**src/hdl/srf_pkg.sv**
```systemverilog
// ----------------------------------------------------------------------------
// srf_pkg: shared types and constants of the sub-record framer
// Holds the item structs, the action codes and the state encoding of the
// framer's control sequencer.
// ----------------------------------------------------------------------------
`default_nettype none

package srf_pkg;

  // Largest number of units in one sub-record.
  localparam int unsigned MaxUnits = 63;
  // Width of the unit count and of a data store address.
  localparam int unsigned CntW = 6;
  localparam logic [CntW-1:0] MaxCnt = CntW'(MaxUnits);

  // Action codes of an input item.
  localparam logic [1:0] ActAdd   = 2'd0;
  localparam logic [1:0] ActClose = 2'd1;
  localparam logic [1:0] ActEnd   = 2'd2;

  // Input item: one action and its data byte.
  typedef struct packed {
    logic [1:0] action;
    logic [7:0] data_byte;
  } srf_in_t;

  // Result item: one emitted byte and the end-of-burst mark.
  typedef struct packed {
    logic [7:0] out_byte;
    logic       last_of_burst;
  } srf_out_t;

  // Control sequencer states.
  typedef enum logic {
    StIdle,
    StSend
  } state_e;

endpackage

`default_nettype wire

```
**src/hdl/subrecord_rle_framer.sv**
```systemverilog
// An item that sends nothing is done in the cycle it is accepted. A header goes
// from the header register to the output register when the output is free, and
// data bytes follow via the read buffer, one a cycle unless the output stalls.
// Throughput: one item a cycle when nothing is sent, else no new item until the
// burst is out, paced by the data store read port (one byte read per cycle).
// Reset clears count, run flag, config and handshake state, not the data store.
// ----------------------------------------------------------------------------
// subrecord_rle_framer: sub-record run-length framer
// Packs data bytes into sub-records of a header byte and up to 63 data bytes,
// with optional run-length compression of repeated bytes. The open
// sub-record's bytes live in a 63-entry synchronous memory that is streamed
// out through a one-entry read buffer into the output register.
// ----------------------------------------------------------------------------
`default_nettype none

module subrecord_rle_framer (
  input  wire logic               clk_i,
  input  wire logic               rst_ni,
  input  wire logic               in_valid_i,
  output logic                    in_ready_o,
  input  wire srf_pkg::srf_in_t   in_data_i,
  output logic                    out_valid_o,
  input  wire logic               out_ready_i,
  output srf_pkg::srf_out_t       out_data_o,
  input  wire logic               cfg_we_i,
  input  wire logic               cfg_wdata_i
);

  localparam int unsigned AW = srf_pkg::CntW;

  // Architectural state of the open sub-record.
  logic          comp_q;
  logic [AW-1:0] cnt_q, cnt_d;
  logic          run_q, run_d;
  logic [7:0]    last_q, last_d;

  // Sequencer and burst state.
  srf_pkg::state_e state_q, state_d;
  logic [7:0]    hdr_q, hdr_d;
  logic [AW-1:0] len_q, len_d;
  logic [AW-1:0] rd_idx_q, rd_idx_d;
  logic          hdr_done_q, hdr_done_d;
  logic          post_we_q, post_we_d;
  logic          buf_full_q, buf_full_d;

  // Output register.
  logic              out_valid_q, out_valid_d;
  srf_pkg::srf_out_t out_q, out_d;

  // Data store ports.
  logic [7:0]    data_mem [srf_pkg::MaxUnits];
  logic [7:0]    rdata_q;
  logic          mem_re, mem_we;
  logic [AW-1:0] mem_waddr;
  logic [7:0]    mem_wdata;

  // Decision for the item at the input.
  logic          dec_send;
  logic          dec_end;
  logic          dec_hdr_run;
  logic [AW-1:0] dec_hdr_cnt;
  logic [AW-1:0] dec_len;
  logic          dec_pre_we;
  logic          dec_post_we;
  logic [AW-1:0] cnt_inc;
  logic          same_byte;

  logic accept;
  logic out_free;
  logic buf_take;
  logic send_done;

  assign in_ready_o  = (state_q == srf_pkg::StIdle);
  assign accept      = in_valid_i && in_ready_o;
  assign out_valid_o = out_valid_q;
  assign out_data_o  = out_q;
  assign out_free    = !out_valid_q || out_ready_i;

  assign cnt_inc   = AW'(cnt_q + 1'b1);
  assign same_byte = (in_data_i.data_byte == last_q);

  // Work out what the item at the input does to the open sub-record.
  always_comb begin
    dec_send    = 1'b0;
    dec_end     = 1'b0;
    dec_hdr_run = run_q;
    dec_hdr_cnt = cnt_q;
    dec_len     = run_q ? AW'(1) : cnt_q;
    dec_pre_we  = 1'b0;
    dec_post_we = 1'b0;
    cnt_d       = cnt_q;
    run_d       = run_q;
    last_d      = last_q;
    unique case (in_data_i.action)
      srf_pkg::ActClose: begin
        if (cnt_q != '0) begin
          dec_send = 1'b1;
          cnt_d    = '0;
          run_d    = 1'b0;
        end
      end
      srf_pkg::ActEnd: begin
        dec_send = 1'b1;
        dec_end  = 1'b1;
        cnt_d    = '0;
        run_d    = 1'b0;
      end
      srf_pkg::ActAdd: begin
        last_d = in_data_i.data_byte;
        if (run_q && (!comp_q || !same_byte)) begin
          // A run ends: send it, then the byte opens a literal sub-record.
          dec_send    = 1'b1;
          dec_post_we = 1'b1;
          cnt_d       = AW'(1);
          run_d       = 1'b0;
        end else if (run_q) begin
          // The run grows by one; a full run is sent.
          cnt_d = cnt_inc;
          if (cnt_inc == srf_pkg::MaxCnt) begin
            dec_send    = 1'b1;
            dec_hdr_cnt = cnt_inc;
            cnt_d       = '0;
            run_d       = 1'b0;
          end
        end else if (comp_q && (cnt_q != '0) && same_byte) begin
          // Second equal byte: earlier literals go out, a run starts.
          run_d = 1'b1;
          cnt_d = AW'(2);
          if (cnt_q != AW'(1)) begin
            dec_send    = 1'b1;
            dec_hdr_cnt = AW'(cnt_q - 1'b1);
            dec_len     = AW'(cnt_q - 1'b1);
            dec_post_we = 1'b1;
          end
        end else begin
          // Literal append; a full sub-record is sent.
          dec_pre_we = 1'b1;
          cnt_d      = cnt_inc;
          if (cnt_inc == srf_pkg::MaxCnt) begin
            dec_send    = 1'b1;
            dec_hdr_cnt = cnt_inc;
            dec_len     = cnt_inc;
            cnt_d       = '0;
          end
        end
      end
      default: begin
        last_d = last_q;
      end
    endcase
  end

  // Burst sequencer: header first, then the stored bytes through the buffer.
  always_comb begin
    state_d     = state_q;
    hdr_d       = hdr_q;
    len_d       = len_q;
    rd_idx_d    = rd_idx_q;
    hdr_done_d  = hdr_done_q;
    post_we_d   = post_we_q;
    buf_full_d  = buf_full_q;
    out_valid_d = out_valid_q && !out_ready_i;
    out_d       = out_q;
    mem_re      = 1'b0;
    buf_take    = 1'b0;
    send_done   = 1'b0;
    unique case (state_q)
      srf_pkg::StIdle: begin
        if (accept && dec_send) begin
          state_d    = srf_pkg::StSend;
          hdr_d      = {dec_end, dec_hdr_run, dec_hdr_cnt};
          len_d      = dec_len;
          rd_idx_d   = '0;
          hdr_done_d = 1'b0;
          post_we_d  = dec_post_we;
          buf_full_d = 1'b0;
        end
      end
      srf_pkg::StSend: begin
        buf_take = buf_full_q && hdr_done_q && out_free;
        mem_re   = (rd_idx_q != len_q) && (!buf_full_q || buf_take);
        if (mem_re) begin
          rd_idx_d   = AW'(rd_idx_q + 1'b1);
          buf_full_d = 1'b1;
        end else if (buf_take) begin
          buf_full_d = 1'b0;
        end
        if (!hdr_done_q && out_free) begin
          hdr_done_d          = 1'b1;
          out_valid_d         = 1'b1;
          out_d.out_byte      = hdr_q;
          out_d.last_of_burst = (len_q == '0);
          send_done           = (len_q == '0);
        end else if (buf_take) begin
          out_valid_d         = 1'b1;
          out_d.out_byte      = rdata_q;
          out_d.last_of_burst = (rd_idx_q == len_q);
          send_done           = (rd_idx_q == len_q);
        end
        if (send_done) begin
          state_d = srf_pkg::StIdle;
        end
      end
      default: begin
        state_d = srf_pkg::StIdle;
      end
    endcase
  end

  // Store writes: appends before a send at accept, the deferred byte after it.
  assign mem_we    = (accept && dec_pre_we) || (send_done && post_we_q);
  assign mem_waddr = accept ? cnt_q : '0;
  assign mem_wdata = accept ? in_data_i.data_byte : last_q;

  // Data store, one write and one registered read per cycle.
  always_ff @(posedge clk_i) begin
    if (mem_re) begin
      rdata_q <= data_mem[rd_idx_q];
    end
    if (mem_we) begin
      data_mem[mem_waddr] <= mem_wdata;
    end
  end

  // Control registers.
  always_ff @(posedge clk_i or negedge rst_ni) begin
    if (!rst_ni) begin
      comp_q      <= 1'b0;
      cnt_q       <= '0;
      run_q       <= 1'b0;
      state_q     <= srf_pkg::StIdle;
      rd_idx_q    <= '0;
      hdr_done_q  <= 1'b0;
      post_we_q   <= 1'b0;
      buf_full_q  <= 1'b0;
      out_valid_q <= 1'b0;
    end else begin
      if (cfg_we_i) begin
        comp_q <= cfg_wdata_i;
      end
      if (accept) begin
        cnt_q <= cnt_d;
        run_q <= run_d;
      end
      state_q     <= state_d;
      rd_idx_q    <= rd_idx_d;
      hdr_done_q  <= hdr_done_d;
      post_we_q   <= post_we_d;
      buf_full_q  <= buf_full_d;
      out_valid_q <= out_valid_d;
    end
  end

  // Payload registers.
  always_ff @(posedge clk_i) begin
    if (accept) begin
      last_q <= last_d;
    end
    hdr_q <= hdr_d;
    len_q <= len_d;
    out_q <= out_d;
  end

`ifndef ASSERT_OFF
  // At rest the open sub-record is never full.
  a_cnt_below_max: assert property (@(posedge clk_i) disable iff (!rst_ni)
    cnt_q != srf_pkg::MaxCnt)
    else $error("open sub-record holds the maximum count");

  // An open run always covers at least two bytes.
  a_run_min: assert property (@(posedge clk_i) disable iff (!rst_ni)
    run_q |-> (cnt_q >= AW'(2)))
    else $error("run open with fewer than two bytes");

  // Reads never pass the burst length.
  a_rd_bound: assert property (@(posedge clk_i) disable iff (!rst_ni)
    (state_q == srf_pkg::StSend) |-> (rd_idx_q <= len_q))
    else $error("data store read beyond burst length");

  // Before the header leaves, at most one byte is read ahead.
  a_read_ahead: assert property (@(posedge clk_i) disable iff (!rst_ni)
    ((state_q == srf_pkg::StSend) && !hdr_done_q) |-> (rd_idx_q <= AW'(1)))
    else $error("read ahead of header exceeds buffer");
`endif

endmodule

`default_nettype wire

```
**config.mk**
```make
export PLATFORM = sky130hd
export DESIGN_NAME = subrecord_rle_framer
export DESIGN_NICKNAME = d
export VERILOG_FILES = /design/src/hdl/srf_pkg.sv /design/src/hdl/subrecord_rle_framer.sv
export SDC_FILE = /design/constraint.sdc
export NUM_CORES = 1
export LEC_CHECK = 0
export BUFFER_PORTS_ARGS = -buffer_cell sky130_fd_sc_hd__buf_2
export CORE_MARGIN = 2
export CORE_UTILIZATION = 60
export CTS_CLUSTER_SIZE = 10
export DETAILED_ROUTE_END_ITERATION = 7
export PLACE_DENSITY = 0.75
export SKIP_CTS_REPAIR_TIMING = 1
export SLEW_MARGIN = 30
export SYNTH_ARGS = -nofsm -noshare
export SYNTH_HDL_FRONTEND = slang
export SYNTH_SLANG_ARGS = --single-unit
export TNS_END_PERCENT = 100
```
**constraint.sdc**
```tcl
create_clock -name clk_i -period 4.5 [get_ports clk_i]
set_input_delay 0.225 -clock clk_i [delete_from_list [all_inputs] [get_ports clk_i]]
set_output_delay 0.225 -clock clk_i [all_outputs]
set_load 0.03 [all_outputs]
```
### Word level (Yosys, flattened, before mapping)

Memory sizes are Yosys's and may differ from the RTL's. A register that Yosys moved wholly into a read port is not among the register bits.
Cells that the tools add are included.

* flip-flop bits (word level): 50
* RAM bits: 504
* bits of input ports: 16
* memories: 1

* add/sub/neg operators: 3
* equal/unequal tests: 12
* muxes and demuxes: 67
* bitwise gates (word level): 1
* reduce and logical (&&, ||, !) cells: 34

Memory list
* data_mem: words 63, bits a word 8, read ports 1, clocked after Yosys merged registers in 1, wr ports 1, line subrecord_rle_framer.sv:51 `logic [7:0] data_mem [srf_pkg::MaxUnits];`

Operators by type and width (count)
* $mux W6: 21
* $mux W1: 36
* $mux W9: 2
* $pmux W6 S3: 1
* $add A6 B1 Y6 const B: 2
* $logic_and A1 B1 Y1: 12
* $pmux W6 S2: 1
* $reduce_and A2 Y1: 6
* $eq A8 B8 Y1: 1
* $mux W8: 1
* $eq A6 B6 Y1: 1
* $eq A6 B6 Y1 const B: 1
* $logic_not A1 Y1: 6
* $logic_not A6 Y1: 1
* $ne A2 B1 Y1 const B: 3
* $ne A6 B1 Y1 const B: 1
* $ne A6 B6 Y1: 1
* $pmux W1 S2: 3
* $pmux W1 S3: 2
* $reduce_bool A6 Y1: 1
* $sub A6 B1 Y6 const B: 1
* $logic_or A1 B1 Y1: 4
* $ne A3 B1 Y1 const B: 1
* $reduce_and A3 Y1: 1
* other kinds (7): 7

### Longest topological paths before layout

Gate-level depths: netlist of the first run.

* word-level depth: 11
* depth in mapped cells: 11
* gate-level depth less buffers: 9

### Worst setup path before layout of the first run

Ideal clock, no wire load.

* kind: reg2reg
* from: register out_valid_q (netlist: out_valid_o)
* to: memory data_mem[40][0], enable pin
* setup time: 0.383 ns
* arrival time: 2.772 ns
* required time: 4.117 ns
* path slack: 1.344 ns
* cell stages (with the launch flop): 9
* buffers on the path: 2
* period minus slack after synthesis: 3.156 ns
* path through: dfrtp_1 > nor2b_1 > clkbuf_1 > nor3_1 > nand2_1 > o22ai_1 > buf_2 > nand2_1 > nor3_1

* word-level cells in the longest chain between the ends: 11

RTL lines
* from (decl): line subrecord_rle_framer.sv:47 `logic out_valid_q, out_valid_d;`
* from (signal assigned): line subrecord_rle_framer.sv:250 `out_valid_q <= out_valid_d;`
* $logic_not A1 Y1 (*): line subrecord_rle_framer.sv:77 `assign out_free = !out_valid_q || out_ready_i;`
* $logic_or A1 B1 Y1 (*): line subrecord_rle_framer.sv:77
* $logic_and A1 B1 Y1: line subrecord_rle_framer.sv:180 `buf_take = buf_full_q && hdr_done_q && out_free;`
* $mux W1: line subrecord_rle_framer.sv:194 `end else if (buf_take) begin`
* $mux W1 (*): line subrecord_rle_framer.sv:188 `if (!hdr_done_q && out_free) begin`
* $mux W1 (*) (2 in series): line subrecord_rle_framer.sv:167 `unique case (state_q)`
* $logic_and A1 B1 Y1 (*): line subrecord_rle_framer.sv:211 `assign mem_we = (accept && dec_pre_we) || (send_done && post_we_q);`
* $logic_or A1 B1 Y1 (*): line subrecord_rle_framer.sv:211
* $mux W1 (*): line subrecord_rle_framer.sv:220 `if (mem_we) begin`
* $mux W1 (not written as such) (*): line subrecord_rle_framer.sv:221 `data_mem[mem_waddr] <= mem_wdata;`
* to (decl): line subrecord_rle_framer.sv:51

Mark *: on every way between the ends. The rest lies on a longest branch, timed or not. The select of a mux whose other input is x is not followed.

### Final worst setup path of the first run

* from: register cnt_q[0]
* to: memory data_mem[37][0], enable pin

* word-level cells in the longest chain between the ends: 11

RTL lines
* from (decl): line subrecord_rle_framer.sv:33 `logic [AW-1:0] cnt_q, cnt_d;`
* from (signal assigned): line subrecord_rle_framer.sv:242 `cnt_q <= cnt_d;`
* $reduce_bool A6 Y1: line subrecord_rle_framer.sv:125 `end else if (comp_q && (cnt_q != '0) && same_byte) begin`
* $logic_and A1 B1 Y1 (2 in series): line subrecord_rle_framer.sv:125
* $mux W1: line subrecord_rle_framer.sv:125
* $mux W1: line subrecord_rle_framer.sv:116 `end else if (run_q) begin`
* $mux W1: line subrecord_rle_framer.sv:110 `if (run_q && (!comp_q || !same_byte)) begin`
* $mux W1: line subrecord_rle_framer.sv:94 `unique case (in_data_i.action)`
* $logic_and A1 B1 Y1: line subrecord_rle_framer.sv:211
* $logic_or A1 B1 Y1: line subrecord_rle_framer.sv:211
* $mux W1: line subrecord_rle_framer.sv:220
* $mux W1 (not written as such): line subrecord_rle_framer.sv:221

Parallel ways exist; a longest one is shown, timed or not.

==> results of run 1 <==
[final cells by class]
| type | count | area, um2 | share of cell area [%] |
|---|---|---|---|
| sequential | 562 | 16790 | 65.75 |
| multi-input combinational | 558 | 5734 | 22.45 |
| clock buffer | 83 | 1737 | 6.800 |
| tap | 511 | 639.4 | 2.504 |
| timing repair buffer | 64 | 483.0 | 1.891 |
| clock inverter | 8 | 101.3 | 0.3968 |
| inverter | 14 | 52.55 | 0.2058 |
[how the worst max path moves through the flow]
stage / end / slack [ps]
2_1_floorplan: data_mem[40][0]$_DFFE_PP_ / 1340
3_3_place_gp: data_mem[38][4]$_DFFE_PP_ / 1140
3_5_place_dp: data_mem[37][3]$_DFFE_PP_ / 1000
4_1_cts: data_mem[37][2]$_DFFE_PP_ / 970
5_1_grt: data_mem[37][2]$_DFFE_PP_ / 710
6_report: data_mem[37][0]$_DFFE_PP_ / 910
[cells in the final DEF (no fill, tap or decap), types with 20 or more instances in the layout]
master	n
nand2_1	69
buf_4	23
edfxtp_1	543
o21ai_0	22
nand3_1	27
nor2_1	89
mux4_2	141
buf_2	26
clkbuf_16	67
a21oi_1	20
[routing by layer]
metal  wire length [um]  share of wire [%]
met4               1939                3.8
met5                  0                  0
met3               4479                8.7
met1              20120                 39
met2              24860                 48
[where the power goes]
part           total, W  switching, W  internal (W)
sequential      0.00642      0.000196       0.00623
combinational   0.00405       0.00237       0.00168
clock           0.00470       0.00195       0.00275
[flip-flops by register name, summed over array words and instances (netlist names), 6 cells and up]
| name | flops |
|---|---|
| data_mem | 504 |
| out_data_o | 9 |
| hdr_q | 8 |
| last_q | 8 |
| rdata_q | 8 |
| cnt_q | 6 |
| len_q | 6 |
| rd_idx_q | 6 |
[metrics by stage]
stage	setup slack (ps)	util [%]
6_report	907.1	67.96
5_1_grt	706.3	67.96
4_1_cts	973.0	67.61
3_5_place_dp	1003	62.72
3_3_place_gp	1140	62.68
2_1_floorplan	1344	-
[worst register-to-register path, delay by kind of cell, from the launching register on]
| family | cells | cell delay [ps] |
|---|---|---|
| simple gates | 5 | 1790 |
| flops | 1 | 520 |
| buf+inv | 2 | 490 |
| compound gates | 1 | 230 |
| fa+ha+maj | 1 | 180 |
[cells by family (layout without fill, tap and decap cells)]
| kind of cell | count (synthesis) | in the layout | share of synthesized area, % |
|---|---|---|---|
| adders and majority gates | 7 | 7 | 0.3838 |
| buffers and inverters | 73 | 169 | 1.535 |
| muxes | 174 | 174 | 15.44 |
| xor gates and xnor gates | 21 | 21 | 0.8881 |
| and+or+nand+nor | 261 | 261 | 5.493 |
| AOI/OAI and AO/OA | 95 | 95 | 2.730 |
| DFF | 562 | 562 | 73.53 |
==> qor.csv, run 1 <==
stage,metric,value,unit
clock_network,cts_buffers,66,
drt,drt_iter0_markers,1308,
critical_path,crit_buf_inv,2,
global_routing,grt_max_degree,139,
drt,routed_wirelength,51400,um
die,initial_utilization,60.73,%
synth,yosysTopAreaCell,edfxtp_1,
synth,synth_seq_area_share,73.53,%
final_layout,final_area,25540,um2
timing,timing.hold.ws,20.57,ps
drt,drtAntennaViolNets,0,
die,rows,71,
drt,first_pass_iters,5,
timing,max_freq,0.2783,GHz
critical_path,r2r-end,data_mem[37][0]$_DFFE_PP_,
synth,synth-seq-cells,562,
synth,synthArstFlopShare,3.381,%
timing,finalSetupTns,0,ps
worst_hold_path,worstHoldStart,in_data_i[9],
global_routing,grt_pass1_wl,76980,um
critical_path,endpoint_kind,flip-flop,
critical_path,worstPathRequired,4710,ps
timing,rsz0062_at_grt,no,
critical_path,crit_arrival,3800,ps
critical_path,r2r_cells,9,
drt,remaining_drc_errors,0,
pwr,p_leak,8.048,nW
final_layout,antennaDiodeCount,0,
synth,netlist_area,22820,um2
global_routing,grt_overflow,0,
global_routing,busiest_layer,met2,
critical_path,r2r_setup_slack,910,ps
place,place_congestion,0.9047,
timing,finalSetupViolations,0,
timing,hold_violations,0,
place,dp.cells,1696,
die,die_w,199.0,um
worst_hold_path,min_path_cells,2,
die,die_area,39610,um2
worst_hold_path,whs_endpoint,hdr_q[7]$_DFFE_PP_,
global_routing,grt_pass1_vias,11860,
global_routing,grtUsageMet3,6.392,%
die,fp.dieH,199.0,um
synth,synth_edf_count,543,
critical_path,cp.depth,9,
synth,synth_nets,1216,
critical_path,crit_fanout,12,
run,drv_cap,0,
synth,synthFlopType,edfxtp_1,
critical_path,cp_slowest_cell,nor2_1,
clock_network,cts.sink_count,562,
timing,worst_pin_slew,977.6,ps
final_layout,nNetsFinal,1289,
clock_network,clkTransAtPathRegs,60,ps
synth,synth_top_area_share,71.45,%
clock_network,cts_tree,done,
pwr,power.total,0.01517,W
final_layout,finalNonFillerCells,1800,
synth,synthCells,1193,
die,coreArea,37580,um2
place,placed_cell_area,23570,um2
synth,syn_area_per_cell,19.13,um2
global_routing,grt_usage,27.39,%
final_layout,drive_above_1_share,24.36,%
clock_network,clockBufferDepth,3,
clock_network,cts_root_buf,clkbuf_16,
synth,synthTopCellsByArea,"edfxtp_1, mux4_2, dfrtp_1, nor2_1, nand2_1",
final_layout,syn2layout_area_growth,11.90,%
critical_path,critical_path.cell_chain,inv_1 -> ha_1 -> nor2b_1 -> and2_2 -> nor4_4 -> o22ai_1 -> buf_4 -> nand4_1 -> nor2_1,
global_routing,met1_usage,38.37,%
pwr,p_per_area,594.2,nW/um2
pwr,vdd_drop_max,0.4028,mV
final_layout,n_fill_cell,2339,
die,io_pins,27,
place,dpl.hpwl,29940,um
place,port_buffers,26,
clock_network,clkLatencyLatePin,590,ps
synth,synth_common_cells,"edfxtp_1, mux4_2, nor2_1, nand2_1, nand3_1",
timing,fin_crit,3593,ps
critical_path,cpPeakStageDelay,820,ps
critical_path,crit_type,reg2reg,
global_routing,grt_use_met2,42.32,%
timing,worst_slew_margin_rel,34.59,%
drt,vias,11770,
drt,via_per_inst,6.536,
synth,yosysMostFrequentCell,edfxtp_1,
synth,yosysUniqueCellTypes,72,
critical_path,cp-start-kind,flip-flop,
timing,finClkSkew,18.02,ps
global_routing,antenna_found_initial,0,
critical_path,crit_family,simple AND/OR/NAND/NOR gates,
clock_network,htreeDepth,3,
synth,yosys_warnings,0,
worst_hold_path,hp-class,in2reg,
drt,wire_per_inst,28.56,um
timing,fin_crit_sh,79.84,%
outcome,status,finished clean,
timing,drv_slew,0,
critical_path,worstReg2RegStart,cnt_q[0]$_DFFE_PN0P_,
critical_path,cp-startpoint,cnt_q[0]$_DFFE_PN0P_,
Power figures use the tool's default switching activity.
==> run 2, diff against run 1 <==
- clock period: 4.5 -> 3.64 ns (I/O delays scaled with it)
==> run 2 against run 1 <==
  * Worst hold slack worse by 15 ps
  * Total power is 25% higher
  * First-iteration DRC count up 7.6%
  * Non-clock buffer count grew 17
  * Die area did not move
  * Fmax is 1.1% higher
  * Global-route usage increased by 0.055 points
  * Flip-flop and latch count unchanged
  * Via count rose by 1.3%
  * Combinational power rose by 27%
  * Critical path depth did not move
  * Final cell count grew 0.89%
  * Critical endpoint is now data_mem[36][2]$_DFFE_PP_
==> qor.csv, run 2 (synthesis gave the netlist of run 1 again) <==
stage,metric,value,unit,change
pwr,p_per_area,736.4,nW/um2,+24%
critical_path,r2r_cells,9,,unchanged
timing,rsz0062_at_grt,yes,,
timing,hold_violations,0,,unchanged
drt,routed_wirelength,51940,um,+1.1%
pwr,p_leak,8.145,nW,+1.2%
place,dpl.hpwl,31350,um,+4.7%
critical_path,r2r-end,data_mem[36][2]$_DFFE_PP_,,
critical_path,crit_fanout,12,,unchanged
clock_network,cts_root_buf,clkbuf_16,,
final_layout,antennaDiodeCount,0,,unchanged
die,rows,71,,unchanged
critical_path,endpoint,data_mem[36][2]$_DFFE_PP_,,
timing,max_freq,0.2813,GHz,+1.1%
die,initial_utilization,60.73,%,unchanged
die,die_w,199.0,um,unchanged
timing,worst_slew_margin_rel,41.72,%,+7.1 points
final_layout,final_area,25690,um2,+0.58%
critical_path,cp-startpoint,cnt_q[0]$_DFFE_PN0P_,,
global_routing,antenna_found_initial,0,,unchanged
timing,drv_slew,0,,unchanged
clock_network,htreeDepth,3,,unchanged
timing,worst_pin_slew,871.8,ps,-105.9 ps
critical_path,worstReg2RegStart,cnt_q[0]$_DFFE_PN0P_,,
final_layout,post-route-util,68.36,%,+0.40 points
clock_network,cts_tree,done,,
die,die_area,39610,um2,unchanged
critical_path,endpoint_kind,flip-flop,,
place,place_congestion,0.9023,,-0.27%
critical_path,critical_path.cell_chain,inv_1 -> ha_1 -> nor2b_1 -> and2_2 -> nor4_4 -> o22ai_1 -> buf_4 -> nand4_1 -> nor2_1,,
critical_path,cp-start-kind,flip-flop,,
final_layout,final_common_cell,edfxtp_1,,
critical_path,crit_type,reg2reg,,
worst_hold_path,hp-class,in2reg,,
place,port_buffers,26,,unchanged
drt,via_per_inst,6.564,,+0.43%
critical_path,cp_slowest_cell,nor2_1,,
die,coreArea,37580,um2,unchanged
final_layout,mostFrequentLayoutCells,"edfxtp_1, mux4_2, nor2_1",,
final_layout,finalNonFillerCells,1816,,+0.89%
die,io_pins,27,,unchanged
critical_path,worstPathRequired,3850,ps,-860 ps
clock_network,cts.sink_count,562,,unchanged
timing,finalSetupTns,0,ps,unchanged
global_routing,grt_pass1_vias,11780,,-0.65%
final_layout,n_fill_cell,2300,,-1.7%
timing,finClkSkew,32.44,ps,+14.42 ps
global_routing,grt_pass1_wl,77000,um,about the same
critical_path,r2r_setup_slack,90,ps,-820 ps
run,drv_cap,0,,unchanged
timing,fin_crit,3555,ps,-38.13 ps
drt,vias,11920,,+1.3%
drt,drt_iter0_markers,1407,,+7.6%
final_layout,nNetsFinal,1306,,+1.3%
critical_path,crit_arrival,3760,ps,-40 ps
clock_network,cts_buffers,66,,unchanged
timing,finalSetupViolations,0,,unchanged
place,placed_cell_area,23710,um2,+0.61%
final_layout,drive_above_1_share,25.21,%,+0.85 points
timing,fin_crit_sh,97.66,%,+18 points
final_layout,largest_reg_flops,504,,unchanged
place,dp.cells,1714,,+1.1%
pwr,vdd_drop_max,0.3684,mV,-8.5%
global_routing,grt_overflow,0,,unchanged
outcome,status,finished clean,,
pwr,power.total,0.01891,W,+25%
clock_network,clockBufferDepth,3,,unchanged
final_layout,syn2layout_area_growth,12.55,%,
critical_path,cpPeakStageDelay,780,ps,-40 ps
die,fp.dieH,199.0,um,unchanged
global_routing,grt_usage,27.45,%,+0.055 points
global_routing,grt_max_degree,64,,-54%
clock_network,clkLatencyLatePin,580,ps,about the same
drt,wire_per_inst,28.60,um,+0.16%
clock_network,clkTransAtPathRegs,50,ps,about the same
final_layout,top_register,data_mem,,
drt,drtAntennaViolNets,0,,unchanged
drt,remaining_drc_errors,0,,unchanged
drt,first_pass_iters,6,,+1
[run 2: per-layer routing]
layer  wire length, um  global-route usage, %  up-vias
met5                 0                      0        -
met4              2165                  11.22        0
met3              4654                  5.375      122
met2             24040                  40.99      672
met1             21080                  40.52     6127
li1                  -                      -     5000
[run 2: worst min path at each step]
stage / from / end / slack (ps) / cells past startpoint
after global routing: in_data_i[9] / hdr_q[7]$_DFFE_PP_ / 20 / 2
after floorplan: rst_ni / buf_full_q$_DFFE_PN0P_ / -110 / 0
after CTS: rst_ni / comp_q$_DFFE_PN0P_ / -430 / 1
after global placement: rst_ni / dec_hdr_run$_DFFE_PN0P_ / 170 / 1
final: out_ready_i / out_valid_o$_DFF_PN0_ / 5 / 3
after detailed placement: rst_ni / dec_hdr_run$_DFFE_PN0P_ / 180 / 1
[run 2: power breakdown]
| group | total [W] | switching [W] | internal (W) |
|---|---|---|---|
| Sequential | 0.00794 | 0.000243 | 0.00770 |
| Combinational | 0.00514 | 0.00300 | 0.00214 |
| Clock | 0.00583 | 0.00234 | 0.00349 |
| Total | 0.0189 | 0.00559 | 0.0133 |
[run 2: final cells by class]
class	count	area, um2	area share (%)
Clock buffer	87	1804	7.024
Clock inverter	3	47.55	0.1851
Inverter	14	52.55	0.2046
Multi-Input combinational cell	558	5729	22.30
Sequential cell	562	16790	65.37
Tap cell	511	639.4	2.489
Timing Repair Buffer	81	623.1	2.426
[run 2: worst max-delay path: cells and delay by family, from the launching register on]
family	cells	cell delay, ps
simple gates	5	1680
buf+inv	2	570
flops	1	510
compound gates	1	240
fa+ha+maj	1	180
[run 2: stage by stage]
| stage | setup WS (ps) | hold WS (ps) |
|---|---|---|
| global placement | 235.9 | 174.0 |
| CTS | 148.7 | -432.2 |
| detailed placement | 167.4 | 177.5 |
| global route | -158.7 | 18.20 |
| floorplan | 484.4 | -113.6 |
| finish | 85.26 | 5.426 |
